===== config.mk =====
export PLATFORM = sky130hd
export DESIGN_NAME = accel_step_cadence_speed_flat
export DESIGN_NICKNAME = d
export VERILOG_FILES = /design/src/hdl/ssc_pkg.sv /design/src/hdl/ssc_if.sv /design/src/hdl/ssc_front.sv /design/src/hdl/ssc_queue.sv /design/src/hdl/ssc_back.sv /design/src/hdl/accel_step_cadence_speed.sv /design/src/flat_wrapper.sv
export SDC_FILE = /design/constraint.sdc
export NUM_CORES = 2
export LEC_CHECK = 0
export ABC_AREA = 1
export BUFFER_PORTS_ARGS = -buffer_cell sky130_fd_sc_hd__buf_2
export CAP_MARGIN = 20
export CORE_MARGIN = 4
export CORE_UTILIZATION = 50
export CTS_BUF_LIST = sky130_fd_sc_hd__clkbuf_16
export CTS_CLUSTER_DIAMETER = 40
export DETAILED_ROUTE_END_ITERATION = 6
export GPL_ROUTABILITY_DRIVEN = 0
export GPL_TIMING_DRIVEN = 0
export PLACE_DENSITY = 0.7
export SLEW_MARGIN = 15
export SYNTH_ARGS = -nofsm -noshare
export SYNTH_HDL_FRONTEND = slang
export SYNTH_SLANG_ARGS = --single-unit

===== constraint.sdc =====
create_clock -name clk -period 12.5 [get_ports clk]
set_input_delay 2.5 -clock clk [delete_from_list [all_inputs] [get_ports clk]]
set_output_delay 2.5 -clock clk [all_outputs]
set_load 0.005 [all_outputs]

===== src/hdl/ssc_pkg.sv =====
// ----------------------------------------------------------------------------
// Step cadence speed package
// Shared widths, register indexes, reset values and the configuration bundle.
// ----------------------------------------------------------------------------
package ssc_pkg;

  localparam int SAMPLE_W      = 16;
  localparam int THRESH_W      = 17;
  localparam int WCOUNT_W      = 8;
  localparam int TICK_W        = 16;
  localparam int INTERVAL_W    = 16;
  localparam int SPEED_W       = 14;
  localparam int DEADBAND_W    = 15;
  localparam int PERIOD_W      = 10;
  localparam int SCALE_W       = 24;
  localparam int PRODUCT_W     = TICK_W + PERIOD_W;
  localparam int ADDR_W        = 5;
  localparam int DATA_W        = 32;

  localparam int DEF_THRESH_WINDOW = 64;
  localparam int DEF_RING_DEPTH    = 8;

  localparam logic [SPEED_W-1:0] SPEED_MAX_Q8 = 14'd12800;

  localparam logic [2:0] REG_DEADBAND   = 3'd0;
  localparam logic [2:0] REG_PERIOD     = 3'd1;
  localparam logic [2:0] REG_MIN_IVAL   = 3'd2;
  localparam logic [2:0] REG_MAX_IVAL   = 3'd3;
  localparam logic [2:0] REG_SCALE      = 3'd4;

  localparam logic [DEADBAND_W-1:0] RST_DEADBAND = '0;
  localparam logic [PERIOD_W-1:0]   RST_PERIOD   = 10'd5;
  localparam logic [15:0]           RST_MIN_IVAL = 16'd200;
  localparam logic [15:0]           RST_MAX_IVAL = 16'd2000;
  localparam logic [SCALE_W-1:0]    RST_SCALE    = 24'd2322432;

  typedef struct packed {
    logic [DEADBAND_W-1:0] deadband;
    logic [PERIOD_W-1:0]   sample_period_ms;
    logic [15:0]           min_interval_ms;
    logic [15:0]           max_interval_ms;
    logic [SCALE_W-1:0]    speed_scale;
  } cfg_t;

endpackage


===== src/hdl/ssc_if.sv =====
// ----------------------------------------------------------------------------
// Step cadence speed channels
// Sample and result channels with a valid and ready handshake.
// ----------------------------------------------------------------------------
interface ssc_in_if;
  logic                                valid;
  logic                                ready;
  logic signed [ssc_pkg::SAMPLE_W-1:0] accel_x;
  logic signed [ssc_pkg::SAMPLE_W-1:0] accel_y;
  logic signed [ssc_pkg::SAMPLE_W-1:0] accel_z;
  modport source (output valid, accel_x, accel_y, accel_z, input ready);
  modport sink (input valid, accel_x, accel_y, accel_z, output ready);
endinterface

interface ssc_out_if;
  logic                         valid;
  logic                         ready;
  logic                         step_seen;
  logic [ssc_pkg::SPEED_W-1:0]  speed_q8;
  logic                         idle;
  modport source (output valid, step_seen, speed_q8, idle, input ready);
  modport sink (input valid, step_seen, speed_q8, idle, output ready);
endinterface


===== src/hdl/ssc_front.sv =====
// ----------------------------------------------------------------------------
// Step cadence front end
// Deadband hold, window thresholds, dominant axis and step candidate detection.
// ----------------------------------------------------------------------------
module ssc_front #(
  parameter int THRESH_WINDOW = ssc_pkg::DEF_THRESH_WINDOW
) (
  input  logic                                clk,
  input  logic                                rst_n,
  input  logic                                push,
  input  logic signed [ssc_pkg::SAMPLE_W-1:0] accel [3],
  input  logic [ssc_pkg::DEADBAND_W-1:0]      deadband,
  output logic                                step_cand
);

  logic signed [ssc_pkg::SAMPLE_W-1:0] held_r [3];
  logic signed [ssc_pkg::SAMPLE_W-1:0] held_nxt [3];
  logic signed [ssc_pkg::SAMPLE_W-1:0] wmax_r [3];
  logic signed [ssc_pkg::SAMPLE_W-1:0] wmax_nxt [3];
  logic signed [ssc_pkg::SAMPLE_W-1:0] wmin_r [3];
  logic signed [ssc_pkg::SAMPLE_W-1:0] wmin_nxt [3];
  logic signed [ssc_pkg::THRESH_W-1:0] thr_r [3];
  logic signed [ssc_pkg::THRESH_W-1:0] thr_nxt [3];
  logic [ssc_pkg::WCOUNT_W-1:0]        wcount_r;
  logic [ssc_pkg::WCOUNT_W-1:0]        wcount_nxt;
  logic [ssc_pkg::THRESH_W-1:0]        change [3];
  logic [ssc_pkg::WCOUNT_W-1:0]        wcount_inc;
  logic                                wrap;
  logic [1:0]                          axis;
  logic [ssc_pkg::THRESH_W-1:0]        best;

  function automatic logic [ssc_pkg::THRESH_W-1:0] mag_diff(
    input logic signed [ssc_pkg::SAMPLE_W-1:0] a,
    input logic signed [ssc_pkg::SAMPLE_W-1:0] b
  );
    logic signed [ssc_pkg::THRESH_W-1:0] d;
    d = ssc_pkg::THRESH_W'(a) - ssc_pkg::THRESH_W'(b);
    return d[ssc_pkg::THRESH_W-1] ? ssc_pkg::THRESH_W'(-d) : ssc_pkg::THRESH_W'(d);
  endfunction

  always_comb begin
    wcount_inc = wcount_r + 1'b1;
    wrap       = (wcount_inc >= ssc_pkg::WCOUNT_W'(THRESH_WINDOW));
    wcount_nxt = wrap ? '0 : wcount_inc;
    for (int i = 0; i < 3; i++) begin
      held_nxt[i] = (mag_diff(accel[i], held_r[i]) >
                     ssc_pkg::THRESH_W'(deadband)) ? accel[i] : held_r[i];
      wmax_nxt[i] = (accel[i] > wmax_r[i]) ? accel[i] : wmax_r[i];
      wmin_nxt[i] = (accel[i] < wmin_r[i]) ? accel[i] : wmin_r[i];
      thr_nxt[i]  = wrap ? (ssc_pkg::THRESH_W'(wmax_nxt[i]) + ssc_pkg::THRESH_W'(wmin_nxt[i]))
                         : thr_r[i];
      change[i]   = mag_diff(held_nxt[i], held_r[i]);
    end
    axis = 2'd0;
    best = change[0];
    for (int i = 1; i < 3; i++) begin
      if (change[i] > best) begin
        best = change[i];
        axis = 2'(i);
      end
    end
    step_cand = (held_nxt[axis] < held_r[axis]) &&
                ($signed({held_nxt[axis], 1'b0}) < thr_nxt[axis]);
  end

  always_ff @(posedge clk) begin
    if (!rst_n) begin
      wcount_r <= '0;
      for (int i = 0; i < 3; i++) begin
        held_r[i] <= '0;
        thr_r[i]  <= '0;
        wmax_r[i] <= {1'b1, {(ssc_pkg::SAMPLE_W-1){1'b0}}};
        wmin_r[i] <= {1'b0, {(ssc_pkg::SAMPLE_W-1){1'b1}}};
      end
    end else if (push) begin
      wcount_r <= wcount_nxt;
      for (int i = 0; i < 3; i++) begin
        held_r[i] <= held_nxt[i];
        thr_r[i]  <= thr_nxt[i];
        wmax_r[i] <= wrap ? {1'b1, {(ssc_pkg::SAMPLE_W-1){1'b0}}} : wmax_nxt[i];
        wmin_r[i] <= wrap ? {1'b0, {(ssc_pkg::SAMPLE_W-1){1'b1}}} : wmin_nxt[i];
      end
    end
  end

endmodule


===== src/hdl/ssc_queue.sv =====
// ----------------------------------------------------------------------------
// Step cadence candidate queue
// Two-entry queue of step candidates between the front and back ends.
// ----------------------------------------------------------------------------
module ssc_queue (
  input  logic clk,
  input  logic rst_n,
  input  logic push,
  input  logic push_data,
  input  logic pop,
  output logic full,
  output logic not_empty,
  output logic pop_data
);

  logic [1:0] data_r;
  logic [1:0] data_nxt;
  logic [1:0] count_r;
  logic [1:0] count_nxt;

  always_comb begin
    data_nxt  = data_r;
    count_nxt = count_r;
    if (pop && count_r != 2'd0) begin
      data_nxt[0] = data_r[1];
      count_nxt   = count_nxt - 2'd1;
    end
    if (push && !full) begin
      data_nxt[count_nxt[0]] = push_data;
      count_nxt              = count_nxt + 2'd1;
    end
  end

  assign full      = (count_r == 2'd2);
  assign not_empty = (count_r != 2'd0);
  assign pop_data  = data_r[0];

  always_ff @(posedge clk) begin
    if (!rst_n) begin
      count_r <= '0;
    end else begin
      count_r <= count_nxt;
    end
    data_r <= data_nxt;
  end

endmodule


===== src/hdl/ssc_back.sv =====
// ----------------------------------------------------------------------------
// Step cadence back end
// Interval timing, interval ring, speed division and the result register.
// ----------------------------------------------------------------------------
module ssc_back #(
  parameter int RING_DEPTH = ssc_pkg::DEF_RING_DEPTH
) (
  input  logic                        clk,
  input  logic                        rst_n,
  input  ssc_pkg::cfg_t               cfg,
  input  logic                        q_not_empty,
  input  logic                        q_data,
  output logic                        q_pop,
  output logic                        out_valid,
  input  logic                        out_ready,
  output logic                        out_step,
  output logic [ssc_pkg::SPEED_W-1:0] out_speed,
  output logic                        out_idle
);

  localparam int POS_W  = (RING_DEPTH > 1) ? $clog2(RING_DEPTH) : 1;
  localparam int FILL_W = $clog2(RING_DEPTH + 1);
  localparam int SUM_W  = ssc_pkg::INTERVAL_W + $clog2(RING_DEPTH) + 1;
  localparam int NUM_W  = ssc_pkg::SCALE_W + FILL_W;
  localparam int CNT_W  = $clog2(NUM_W + 1);

  localparam logic [1:0] ST_WAIT = 2'd0;
  localparam logic [1:0] ST_MUL  = 2'd1;
  localparam logic [1:0] ST_EVAL = 2'd2;
  localparam logic [1:0] ST_DIV  = 2'd3;

  logic [1:0]                          state_r, state_nxt;
  logic                                idle_r, idle_nxt;
  logic [ssc_pkg::TICK_W-1:0]          tick_r, tick_nxt;
  logic                                cand_r, cand_nxt;
  logic [ssc_pkg::PRODUCT_W-1:0]       ival_r, ival_nxt;
  logic [ssc_pkg::INTERVAL_W-1:0]      ring_r [RING_DEPTH];
  logic [POS_W-1:0]                    pos_r, pos_nxt;
  logic [FILL_W-1:0]                   fill_r, fill_nxt;
  logic [SUM_W-1:0]                    sum_r, sum_nxt;
  logic [ssc_pkg::SPEED_W-1:0]         speed_r, speed_nxt;
  logic [NUM_W-1:0]                    num_r, num_nxt;
  logic [SUM_W:0]                      rem_r, rem_nxt;
  logic [CNT_W-1:0]                    cnt_r, cnt_nxt;
  logic                                ov_r, ov_nxt;
  logic                                ostep_r, ostep_nxt;
  logic [ssc_pkg::SPEED_W-1:0]         ospeed_r, ospeed_nxt;
  logic                                oidle_r, oidle_nxt;
  logic                                ring_we;
  logic [ssc_pkg::INTERVAL_W-1:0]      ival_sat;
  logic [ssc_pkg::INTERVAL_W-1:0]      old_entry;
  logic [SUM_W:0]                      rem_shift;

  always_comb begin
    state_nxt  = state_r;
    idle_nxt   = idle_r;
    tick_nxt   = tick_r;
    cand_nxt   = cand_r;
    ival_nxt   = ival_r;
    pos_nxt    = pos_r;
    fill_nxt   = fill_r;
    sum_nxt    = sum_r;
    speed_nxt  = speed_r;
    num_nxt    = num_r;
    rem_nxt    = rem_r;
    cnt_nxt    = cnt_r;
    ov_nxt     = ov_r && !out_ready;
    ostep_nxt  = ostep_r;
    ospeed_nxt = ospeed_r;
    oidle_nxt  = oidle_r;
    q_pop      = 1'b0;
    ring_we    = 1'b0;
    ival_sat   = (ival_r > ssc_pkg::PRODUCT_W'({ssc_pkg::INTERVAL_W{1'b1}})) ?
                 {ssc_pkg::INTERVAL_W{1'b1}} : ival_r[ssc_pkg::INTERVAL_W-1:0];
    old_entry  = (fill_r == FILL_W'(RING_DEPTH)) ? ring_r[pos_r] : '0;
    rem_shift  = {rem_r[SUM_W-1:0], num_r[NUM_W-1]};
    unique case (state_r)
      ST_WAIT: begin
        if (q_not_empty && !ov_r) begin
          q_pop     = 1'b1;
          cand_nxt  = q_data;
          idle_nxt  = idle_r && !q_data;
          if (!(idle_r && !q_data) && tick_r != {ssc_pkg::TICK_W{1'b1}}) begin
            tick_nxt = tick_r + 1'b1;
          end
          state_nxt = ST_MUL;
        end
      end
      ST_MUL: begin
        ival_nxt  = ssc_pkg::PRODUCT_W'(tick_r) * ssc_pkg::PRODUCT_W'(cfg.sample_period_ms);
        state_nxt = ST_EVAL;
      end
      ST_EVAL: begin
        state_nxt = ST_WAIT;
        if (ival_r > ssc_pkg::PRODUCT_W'(cfg.max_interval_ms)) begin
          idle_nxt   = 1'b1;
          tick_nxt   = '0;
          speed_nxt  = '0;
          pos_nxt    = '0;
          fill_nxt   = '0;
          sum_nxt    = '0;
          ov_nxt     = 1'b1;
          ostep_nxt  = 1'b0;
          ospeed_nxt = '0;
          oidle_nxt  = 1'b1;
        end else if (cand_r && ival_r >= ssc_pkg::PRODUCT_W'(cfg.min_interval_ms)) begin
          ring_we   = 1'b1;
          sum_nxt   = sum_r - SUM_W'(old_entry) + SUM_W'(ival_sat);
          pos_nxt   = (pos_r == POS_W'(RING_DEPTH - 1)) ? '0 : pos_r + 1'b1;
          if (fill_r != FILL_W'(RING_DEPTH)) begin
            fill_nxt = fill_r + 1'b1;
          end
          tick_nxt  = '0;
          if (fill_nxt <= FILL_W'(3)) begin
            speed_nxt  = '0;
            ov_nxt     = 1'b1;
            ostep_nxt  = 1'b1;
            ospeed_nxt = '0;
            oidle_nxt  = idle_r;
          end else if (sum_nxt == '0) begin
            speed_nxt  = ssc_pkg::SPEED_MAX_Q8;
            ov_nxt     = 1'b1;
            ostep_nxt  = 1'b1;
            ospeed_nxt = ssc_pkg::SPEED_MAX_Q8;
            oidle_nxt  = idle_r;
          end else begin
            num_nxt   = NUM_W'(cfg.speed_scale) * NUM_W'(fill_nxt);
            rem_nxt   = '0;
            cnt_nxt   = CNT_W'(NUM_W);
            state_nxt = ST_DIV;
          end
        end else begin
          ov_nxt     = 1'b1;
          ostep_nxt  = 1'b0;
          ospeed_nxt = speed_r;
          oidle_nxt  = idle_r;
        end
      end
      ST_DIV: begin
        if (rem_shift >= {1'b0, sum_r}) begin
          rem_nxt = rem_shift - {1'b0, sum_r};
          num_nxt = {num_r[NUM_W-2:0], 1'b1};
        end else begin
          rem_nxt = rem_shift;
          num_nxt = {num_r[NUM_W-2:0], 1'b0};
        end
        cnt_nxt = cnt_r - 1'b1;
        if (cnt_r == CNT_W'(1)) begin
          speed_nxt  = (num_nxt > NUM_W'(ssc_pkg::SPEED_MAX_Q8)) ?
                       ssc_pkg::SPEED_MAX_Q8 : num_nxt[ssc_pkg::SPEED_W-1:0];
          ov_nxt     = 1'b1;
          ostep_nxt  = 1'b1;
          ospeed_nxt = speed_nxt;
          oidle_nxt  = idle_r;
          state_nxt  = ST_WAIT;
        end
      end
      default: state_nxt = ST_WAIT;
    endcase
  end

  always_ff @(posedge clk) begin
    if (!rst_n) begin
      state_r <= ST_WAIT;
      idle_r  <= 1'b1;
      tick_r  <= '0;
      pos_r   <= '0;
      fill_r  <= '0;
      sum_r   <= '0;
      speed_r <= '0;
      ov_r    <= 1'b0;
    end else begin
      state_r <= state_nxt;
      idle_r  <= idle_nxt;
      tick_r  <= tick_nxt;
      pos_r   <= pos_nxt;
      fill_r  <= fill_nxt;
      sum_r   <= sum_nxt;
      speed_r <= speed_nxt;
      ov_r    <= ov_nxt;
    end
    cand_r   <= cand_nxt;
    ival_r   <= ival_nxt;
    num_r    <= num_nxt;
    rem_r    <= rem_nxt;
    cnt_r    <= cnt_nxt;
    ostep_r  <= ostep_nxt;
    ospeed_r <= ospeed_nxt;
    oidle_r  <= oidle_nxt;
    if (ring_we) begin
      ring_r[pos_r] <= ival_sat;
    end
  end

  assign out_valid = ov_r;
  assign out_step  = ostep_r;
  assign out_speed = ospeed_r;
  assign out_idle  = oidle_r;

endmodule


===== src/hdl/accel_step_cadence_speed.sv =====
// ----------------------------------------------------------------------------
// Step cadence speed detector
// Detects steps in accelerometer samples and derives a cadence based speed.
// ----------------------------------------------------------------------------
// Each sample item yields one result item. The front end takes a sample while
// the queue is not full and queues a step candidate. The back end takes one
// candidate at a time through the wait, multiply, evaluate and, for a new
// speed, divide states, one quotient bit per cycle. The user keeps registers
// written over the APB port only while the block is idle (not enforced).
module accel_step_cadence_speed #(
  parameter int THRESH_WINDOW = ssc_pkg::DEF_THRESH_WINDOW,
  parameter int RING_DEPTH    = ssc_pkg::DEF_RING_DEPTH
) (
  input  logic                        clk,
  input  logic                        rst_n,
  ssc_in_if.sink                      in_ch,
  ssc_out_if.source                   out_ch,
  input  logic                        cfg_psel,
  input  logic                        cfg_penable,
  input  logic                        cfg_pwrite,
  input  logic [ssc_pkg::ADDR_W-1:0]  cfg_paddr,
  input  logic [ssc_pkg::DATA_W-1:0]  cfg_pwdata,
  output logic [ssc_pkg::DATA_W-1:0]  cfg_prdata,
  output logic                        cfg_pready
);

  ssc_pkg::cfg_t                       cfg_r;
  logic                                q_full;
  logic                                q_not_empty;
  logic                                q_data;
  logic                                q_pop;
  logic                                push;
  logic                                step_cand;
  logic signed [ssc_pkg::SAMPLE_W-1:0] accel [3];
  logic [2:0]                          reg_idx;
  logic                                wr_en;

  assign accel[0]     = in_ch.accel_x;
  assign accel[1]     = in_ch.accel_y;
  assign accel[2]     = in_ch.accel_z;
  assign in_ch.ready  = !q_full;
  assign push         = in_ch.valid && !q_full;
  assign cfg_pready   = 1'b1;
  assign reg_idx      = cfg_paddr[4:2];
  assign wr_en        = cfg_psel && cfg_penable && cfg_pwrite;

  always_comb begin
    unique case (reg_idx)
      ssc_pkg::REG_DEADBAND: cfg_prdata = ssc_pkg::DATA_W'(cfg_r.deadband);
      ssc_pkg::REG_PERIOD:   cfg_prdata = ssc_pkg::DATA_W'(cfg_r.sample_period_ms);
      ssc_pkg::REG_MIN_IVAL: cfg_prdata = ssc_pkg::DATA_W'(cfg_r.min_interval_ms);
      ssc_pkg::REG_MAX_IVAL: cfg_prdata = ssc_pkg::DATA_W'(cfg_r.max_interval_ms);
      ssc_pkg::REG_SCALE:    cfg_prdata = ssc_pkg::DATA_W'(cfg_r.speed_scale);
      default:               cfg_prdata = '0;
    endcase
  end

  always_ff @(posedge clk) begin
    if (!rst_n) begin
      cfg_r.deadband         <= ssc_pkg::RST_DEADBAND;
      cfg_r.sample_period_ms <= ssc_pkg::RST_PERIOD;
      cfg_r.min_interval_ms  <= ssc_pkg::RST_MIN_IVAL;
      cfg_r.max_interval_ms  <= ssc_pkg::RST_MAX_IVAL;
      cfg_r.speed_scale      <= ssc_pkg::RST_SCALE;
    end else if (wr_en && cfg_paddr[1:0] == 2'b00) begin
      unique case (reg_idx)
        ssc_pkg::REG_DEADBAND: cfg_r.deadband <= cfg_pwdata[ssc_pkg::DEADBAND_W-1:0];
        ssc_pkg::REG_PERIOD:   cfg_r.sample_period_ms <= cfg_pwdata[ssc_pkg::PERIOD_W-1:0];
        ssc_pkg::REG_MIN_IVAL: cfg_r.min_interval_ms <= cfg_pwdata[15:0];
        ssc_pkg::REG_MAX_IVAL: cfg_r.max_interval_ms <= cfg_pwdata[15:0];
        ssc_pkg::REG_SCALE:    cfg_r.speed_scale <= cfg_pwdata[ssc_pkg::SCALE_W-1:0];
        default: ;
      endcase
    end
  end

  ssc_front #(.THRESH_WINDOW(THRESH_WINDOW)) u_front (
    .clk       (clk),
    .rst_n     (rst_n),
    .push      (push),
    .accel     (accel),
    .deadband  (cfg_r.deadband),
    .step_cand (step_cand)
  );

  ssc_queue u_queue (
    .clk       (clk),
    .rst_n     (rst_n),
    .push      (push),
    .push_data (step_cand),
    .pop       (q_pop),
    .full      (q_full),
    .not_empty (q_not_empty),
    .pop_data  (q_data)
  );

  ssc_back #(.RING_DEPTH(RING_DEPTH)) u_back (
    .clk         (clk),
    .rst_n       (rst_n),
    .cfg         (cfg_r),
    .q_not_empty (q_not_empty),
    .q_data      (q_data),
    .q_pop       (q_pop),
    .out_valid   (out_ch.valid),
    .out_ready   (out_ch.ready),
    .out_step    (out_ch.step_seen),
    .out_speed   (out_ch.speed_q8),
    .out_idle    (out_ch.idle)
  );

endmodule


===== src/flat_wrapper.sv =====
// flat-port wrapper written by rule: the top's interface ports become plain ports
module accel_step_cadence_speed_flat 
#(
  parameter int THRESH_WINDOW = ssc_pkg::DEF_THRESH_WINDOW,
  parameter int RING_DEPTH    = ssc_pkg::DEF_RING_DEPTH
)
  (clk, rst_n, cfg_psel, cfg_penable, cfg_pwrite, cfg_paddr, cfg_pwdata, cfg_prdata, cfg_pready, in_ch_valid, in_ch_accel_x, in_ch_accel_y, in_ch_accel_z, in_ch_ready, out_ch_valid, out_ch_step_seen, out_ch_speed_q8, out_ch_idle, out_ch_ready);
  ssc_in_if in_ch_i ();
  ssc_out_if out_ch_i ();
  input  logic clk;
  input  logic rst_n;
  input  logic cfg_psel;
  input  logic cfg_penable;
  input  logic cfg_pwrite;
  input  logic [ssc_pkg::ADDR_W-1:0] cfg_paddr;
  input  logic [ssc_pkg::DATA_W-1:0] cfg_pwdata;
  output logic [ssc_pkg::DATA_W-1:0] cfg_prdata;
  output logic cfg_pready;
  input wire logic [$bits(in_ch_i.valid)-1:0] in_ch_valid;
  input wire logic [$bits(in_ch_i.accel_x)-1:0] in_ch_accel_x;
  input wire logic [$bits(in_ch_i.accel_y)-1:0] in_ch_accel_y;
  input wire logic [$bits(in_ch_i.accel_z)-1:0] in_ch_accel_z;
  output wire logic [$bits(in_ch_i.ready)-1:0] in_ch_ready;
  output wire logic [$bits(out_ch_i.valid)-1:0] out_ch_valid;
  output wire logic [$bits(out_ch_i.step_seen)-1:0] out_ch_step_seen;
  output wire logic [$bits(out_ch_i.speed_q8)-1:0] out_ch_speed_q8;
  output wire logic [$bits(out_ch_i.idle)-1:0] out_ch_idle;
  input wire logic [$bits(out_ch_i.ready)-1:0] out_ch_ready;
  assign in_ch_i.valid = in_ch_valid;
  assign in_ch_i.accel_x = in_ch_accel_x;
  assign in_ch_i.accel_y = in_ch_accel_y;
  assign in_ch_i.accel_z = in_ch_accel_z;
  assign in_ch_ready = in_ch_i.ready;
  assign out_ch_valid = out_ch_i.valid;
  assign out_ch_step_seen = out_ch_i.step_seen;
  assign out_ch_speed_q8 = out_ch_i.speed_q8;
  assign out_ch_idle = out_ch_i.idle;
  assign out_ch_i.ready = out_ch_ready;
  accel_step_cadence_speed #(.THRESH_WINDOW(THRESH_WINDOW), .RING_DEPTH(RING_DEPTH)) u_core (.clk(clk), .rst_n(rst_n), .in_ch(in_ch_i), .out_ch(out_ch_i), .cfg_psel(cfg_psel), .cfg_penable(cfg_penable), .cfg_pwrite(cfg_pwrite), .cfg_paddr(cfg_paddr), .cfg_pwdata(cfg_pwdata), .cfg_prdata(cfg_prdata), .cfg_pready(cfg_pready));
endmodule

### Yosys cells after proc, flatten, opt, wreduce, memory -nomap -nowiden

Memory sizes are Yosys's and may differ from the RTL's. A register that Yosys moved wholly into a read port is not among the register bits.
Cells that the tools add are included.

* register bits: 250
* bits in latches: 0
* memory bits (writable): 323
* ROM bits: 0
* bits of input ports: 92
* logic and storage cells: 297
* memories: 5

Memory list
* u_core.u_back.ring_r: words 8, width 16, read ports 1, clocked after Yosys merged registers in 1, write ports 1, RTL line ssc_back.sv:37 `logic [ssc_pkg::INTERVAL_W-1:0] ring_r [RING_DEPTH];`
* u_core.u_front.thr_r: words 3, width 17, read ports 3, clocked after Yosys merged registers in 0, write ports 3, RTL line ssc_front.sv:22 `logic signed [ssc_pkg::THRESH_W-1:0] thr_r [3];`
* u_core.u_front.held_r: words 3, width 16, read ports 4, clocked after Yosys merged registers in 0, write ports 3, RTL line ssc_front.sv:16 `logic signed [ssc_pkg::SAMPLE_W-1:0] held_r [3];`
* u_core.u_front.wmax_r: words 3, width 16, read ports 3, clocked after Yosys merged registers in 0, write ports 3, RTL line ssc_front.sv:18 `logic signed [ssc_pkg::SAMPLE_W-1:0] wmax_r [3];`
* u_core.u_front.wmin_r: words 3, width 16, read ports 3, clocked after Yosys merged registers in 0, write ports 3, RTL line ssc_front.sv:20 `logic signed [ssc_pkg::SAMPLE_W-1:0] wmin_r [3];`

* $add $sub $neg: 25
* multipliers: 2
* divide/modulo/power cells: 0
* $lt $le $gt $ge: 23
* equality and inequality tests: 24
* shifts and indexed selects: 0
* mux-type cells: 141
* bitwise operators: 13
* reductions and logical operators: 39

Operators by type and width (number)
* 16-bit two-way mux: 32
* 17-bit two-way mux: 15
* 20-bit two-way mux: 7
* 28-bit two-way mux: 5
* 24-bit one-hot mux with 5 select lines: 1
* 14-bit two-way mux: 8
* 17-bit negator: 6
* 16-bit by 16-bit subtractor with 17-bit output: 6
* 16-bit < comparator: 4
* 14-bit one-hot mux with 2 select lines: 2
* 28-bit one-hot mux with 2 select lines: 1
* 16-bit by 16-bit adder with 17-bit output: 3
* 17-bit by 15-bit greater-than comparator with 1-bit output: 3
* 16-bit greater-than comparator: 3
* 20-bit one-hot mux with 2 select lines: 1
* 17-bit binary-select mux with 2-bit select: 1
* 17-bit greater-than comparator: 2
* 1-bit two-way mux: 33
* 16-bit binary-select mux with 2-bit select: 1
* 16-bit one-hot mux with 2 select lines: 1
* 28-bit by 14-bit greater-than comparator with 1-bit output, second input constant: 1
* 24-bit by 4-bit multiplier with 28-bit output: 1
* 26-bit by 16-bit >= comparator with 1-bit output: 1
* 26-bit by 16-bit greater-than comparator with 1-bit output: 1
* other kinds (53): 128

### Logic depth before layout (Yosys ltp)

An unclocked memory read counts as a cell.

* word-level depth: 21
* mapped depth: 86
* mapped depth without buffers: 83

### Cells and area by module

Synthesis repeated with hierarchy kept, for this count alone.

* cells, all modules: 7132
* area total of the unflattened synthesis: 52844.4 um2

Modules (own cells, without submodules)
* ssc_front: instances 1, cells an instance 3573, area an instance 24755.0 um2, sequential area each 6015.8 um2
* ssc_back: instances 1, cells an instance 2876, area an instance 23535.1 um2, sequential area each 8007.7 um2
* accel_step_cadence_speed: instances 1, cells an instance 647, area an instance 4280.4 um2, sequential area each 1621.6 um2
* ssc_queue: instances 1, cells an instance 36, area an instance 274.0 um2, sequential area each 90.1 um2

### Least setup slack after synthesis

Ideal clock, no wire load.

* path kind: input -> register
* from: input port in_ch_accel_y[0]
* to: register u_core.u_queue.data_r[1] (data pin)
* setup time: 255 ps
* data arrival time: 12855 ps
* required time: 12245 ps
* setup slack: -610 ps
* stages on the path: 78
* path buffers: 5
* path through: inv_1 ha_1 fa_1 inv_1 nand3_1 nand2_1 nand2_1 nand2_1 nand2_1 nand2_1 nand2_1 nand3_1 nand2_1 nand2_4 clkinv_2 o21ai_0 xor2_1 inv_1 [... 42 more ...] o211ai_1 nand2_1 o211ai_1 nand2_1 nand2_1 inv_1 clkbuf_1 clkbuf_1 a21oi_1 ha_1 nand2_1 inv_1 o21ai_0 o211ai_1 a221oi_1 o31ai_1 xor2_1 and3_1

RTL lines
* from (decl): RTL line flat_wrapper.sv:21 `input wire logic [$bits(in_ch_i.accel_y)-1:0] in_ch_accel_y;`
* to (signal assigned): RTL line ssc_queue.sv:44 `data_r <= data_nxt;`
* to (decl): RTL line ssc_queue.sv:16 `logic [1:0] data_r;`

==> results.py <==
metrics = {
    "place": {
        "placed_cells": 7821,
        "dpl.hpwl_um": 119000,
        "port_buffers": 124,
    },
    "logic_synthesis": {
        "ys_seq_area_share_pct": 31.6,
        "synth.distinct_cells": 73,
        "yosysTopAreaCell": "edfxtp_1",
        "synthXorXnorAreaFrac_pct": 4.52,
        "synth-simple-area-share_pct": 18.3,
        "netlist.area_leader.share_pct": 25.3,
        "synth.mux.area_fraction_pct": 0.342,
        "synth_seq_cells": 576,
        "syn_area_per_cell_sq_um": 7.80,
        "postSynth.asyncResetShare_pct": 0,
        "synth_area_sq_mm": 0.0498,
        "synth_top_family_by_area": "adder cells",
        "synthCells": 6387,
        "yosysWarnings": 0,
        "synth_compound_area_share_pct": 14.7,
        "synth_edf_count": 420,
        "synthTopCellsByArea": "edfxtp_1 25%, ha_1 13%, nand2_1 9.6%",
        "synth_top_flop_cell": "edfxtp_1",
        "synth-adder-area-share_pct": 20.5,
    },
    "worst_hold_path": {
        "hp-class": "flop to flop",
        "holdPathStages": 2,
    },
    "timing": {
        "min_period_ns": 13.46,
        "finalSetupTns_ns": -1.81,
        "fin_worst_skew_ns": 0.0263,
        "tightest_slew_ns": 1.24,
        "hold_viol": 0,
        "fin_ws_ns": -0.963,
        "hold_ws_ns": 0.456,
        "rsz0062_at_grt": "yes",
        "fmax_mhz": 74.3,
        "fin_crit_sh_pct": 108,
        "drv_slew": 0,
        "setup_violations": 2,
        "maxSlewHeadroom_pct": 16.2,
    },
    "grt": {
        "grt_pass1_wl_um": 237000,
        "grt_usage_pct": 28.7,
        "grt_max_degree": 56,
        "grt_overflow": 0,
        "grt_pass1_vias": 43900,
        "antenna_found_initial": 2,
    },
    "die": {
        "num_rows": 115,
        "die_area_sq_mm": 0.105,
        "core_sq_mm": 0.0986,
        "start_util_pct": 50.5,
        "die_width_um": 324,
        "die_h_um": 324,
        "ios": 143,
    },
    "final_layout": {
        "drive_gt1_share_pct": 12.3,
        "nNetsFinal": 7555,
        "n_antenna_cell": 0,
        "area_growth_pct": 18.1,
        "layout.cells.non_filler": 8126,
        "utilization_pct": 59.7,
    },
    "route": {
        "dr.pass1.iters": 7,
        "drtIter0Drc": 4895,
        "routed_wirelength_um": 158000,
        "vias": 46100,
        "route.detailed.wl_per_inst_um": 19.4,
        "post-route-drc-count": 0,
        "viasPerCell": 5.67,
        "postRouteAntennaNets": 0,
    },
    "clock_tree": {
        "insertion_delay_ns": 0.68,
        "cts-root-buf": "clkbuf_16",
        "cts_made_buffers": 97,
        "cts_sinks": 576,
        "clkTransAtPathRegs_ns": 0.06,
        "clk_path_buf_depth": 3,
        "cts_tree": "done",
        "htree_num_levels": 3,
    },
    "job": {
        "max-cap-violations": 0,
    },
    "worst_setup_path": {
        "end_kind": "flop",
        "path_class": "input pin to flop",
        "cp_max_fo": 10,
        "worstSetupStartpointType": "input pin",
        "crit_slowest_cell": "o221ai_1",
        "crit_arrival_ns": 13.89,
        "required_ns": 12.93,
        "slowest_delay_ns": 0.59,
        "reg2regPathDepth": 74,
    },
    "status": {
        "outcome": "complete, but fails checks",
        "violations": "negative setup slack",
    },
}
state kept, by name, summed over array words and instances (netlist names), 16 cells and up, named ones only:
register / flops
u_core.u_back.rem_r: 20
u_core.u_front.thr_r: 51
u_core.u_back.ival_r: 26
u_core.u_front.wmin_r: 48
u_core.u_back.sum_r: 20
u_core.cfg_r: 81
u_core.u_back.tick_r: 16
u_core.u_front.held_r: 48
u_core.u_front.wmax_r: 48
u_core.u_back.num_r: 28
u_core.u_back.ring_r: 128
Yosys cell counts, types with 17 or more instances:
cell	instances
a211oi_1	53
a21oi_1	463
a31oi_1	29
clkbuf_1	182
dfxtp_1	156
edfxtp_1	420
fa_1	180
ha_1	529
inv_1	1094
mux2i_1	17
nand2_1	1274
nand3_1	163
nand4_1	55
nor2_1	578
nor3_1	75
o211ai_1	29
o21a_1	45
o21ai_0	419
o21ai_1	28
o21bai_1	25
o221ai_1	22
o22ai_1	84
xnor2_1	79
xor2_1	169
worst paths after layout:
kind,start,end,slack [ns]
worst max-delay path,in_ch_accel_x[0],u_core.u_queue.data_r[1],-0.96
worst min-delay path,u_core.u_back.speed_r[7],u_core.u_back.speed_r[7],0.46
worst max register to register,u_core.u_front.held_r[0][0],u_core.u_queue.data_r[1],0.41
worst min register to register,u_core.u_back.speed_r[7],u_core.u_back.speed_r[7],0.46
stage by stage:
step,worst slack [ns],instance area [sq um]
6_report,-0.963,58900
2_1_floorplan,0.0156,49900
3_5_place_dp,-3.07,52400
5_1_grt,-1.30,58900
3_3_place_gp,-2.95,52100
4_1_cts,-0.364,57500
cells by family (layout without fill, tap and decap cells):
family	after synthesis	count (layout)
AND/OR/NAND/NOR	2236	2236
XOR/XNOR	253	253
adder cells (fa/ha/maj)	709	709
multiplexers	17	17
buffers and inverters	1314	1759
AO/OA/AOI/OAI	1280	1280
other	2	9
flip-flops	576	576
per-layer routing:
layer	track usage [%]	wire, um	vias to the layer above
li1	-	-	21800
met1	36.7	62400	21600
met2	47.1	71900	2124
met3	5.00	14000	540
met4	14.3	9230	2
met5	0	13	-
timing repair:
| action | in CTS | in global routing |
|---|---|---|
| gates resized for setup | 259 | 233 |
| cloned | 2 | 4 |
| hold buffers | 0 | 0 |
| setup endpoints to repair | 2 | 2 |
| pin swaps | 99 | 150 |
| buffers inserted | 78 | 38 |
cell type report:
| cell class | count | area, sq um |
|---|---|---|
| clock buffers | 100 | 2500 |
| well taps | 1287 | 1610 |
| fillers | 8377 | 39700 |
| repair buffers | 262 | 1940 |
| flip-flops and latches | 576 | 15700 |
| inverters | 1108 | 4190 |
| clock inverters | 84 | 852 |
| multi-input cells | 4504 | 30900 |
| plain buffers | 205 | 1100 |
cells in the final DEF, fill, tap and decap left out, types with 23 or more instances in the layout:
cell	netlist	final
a211oi_1	53	49
a21oi_1	463	421
a21oi_2	6	39
a31oi_1	29	28
buf_2	3	117
buf_4	10	125
clkbuf_1	182	158
clkbuf_16	0	106
dfxtp_1	156	156
edfxtp_1	420	420
fa_1	180	176
ha_1	529	492
ha_4	0	30
inv_1	1094	1088
inv_6	0	23
nand2_1	1274	1223
nand2_2	9	51
nand3_1	163	151
nand4_1	55	55
nor2_1	578	555
nor3_1	75	56
o211ai_1	29	29
o21a_1	45	45
o21ai_0	419	367
o21ai_1	28	40
o21ai_2	3	33
o21bai_1	25	23
o22ai_1	84	67
xnor2_1	79	75
xor2_1	169	153
critical path, delay by kind of cell:
family / cells / cell delay [ns]
AND/OR/NAND/NOR: 31 / 3.62
XOR/XNOR: 3 / 0.47
AO/OA/AOI/OAI: 23 / 3.52
buffers and inverters: 12 / 1.57
adder cells (fa/ha/maj): 7 / 2.12
Power is left out: the tool's default activity adds up to more than one toggle a clock period on the data nets, which glitch-free logic cannot reach.
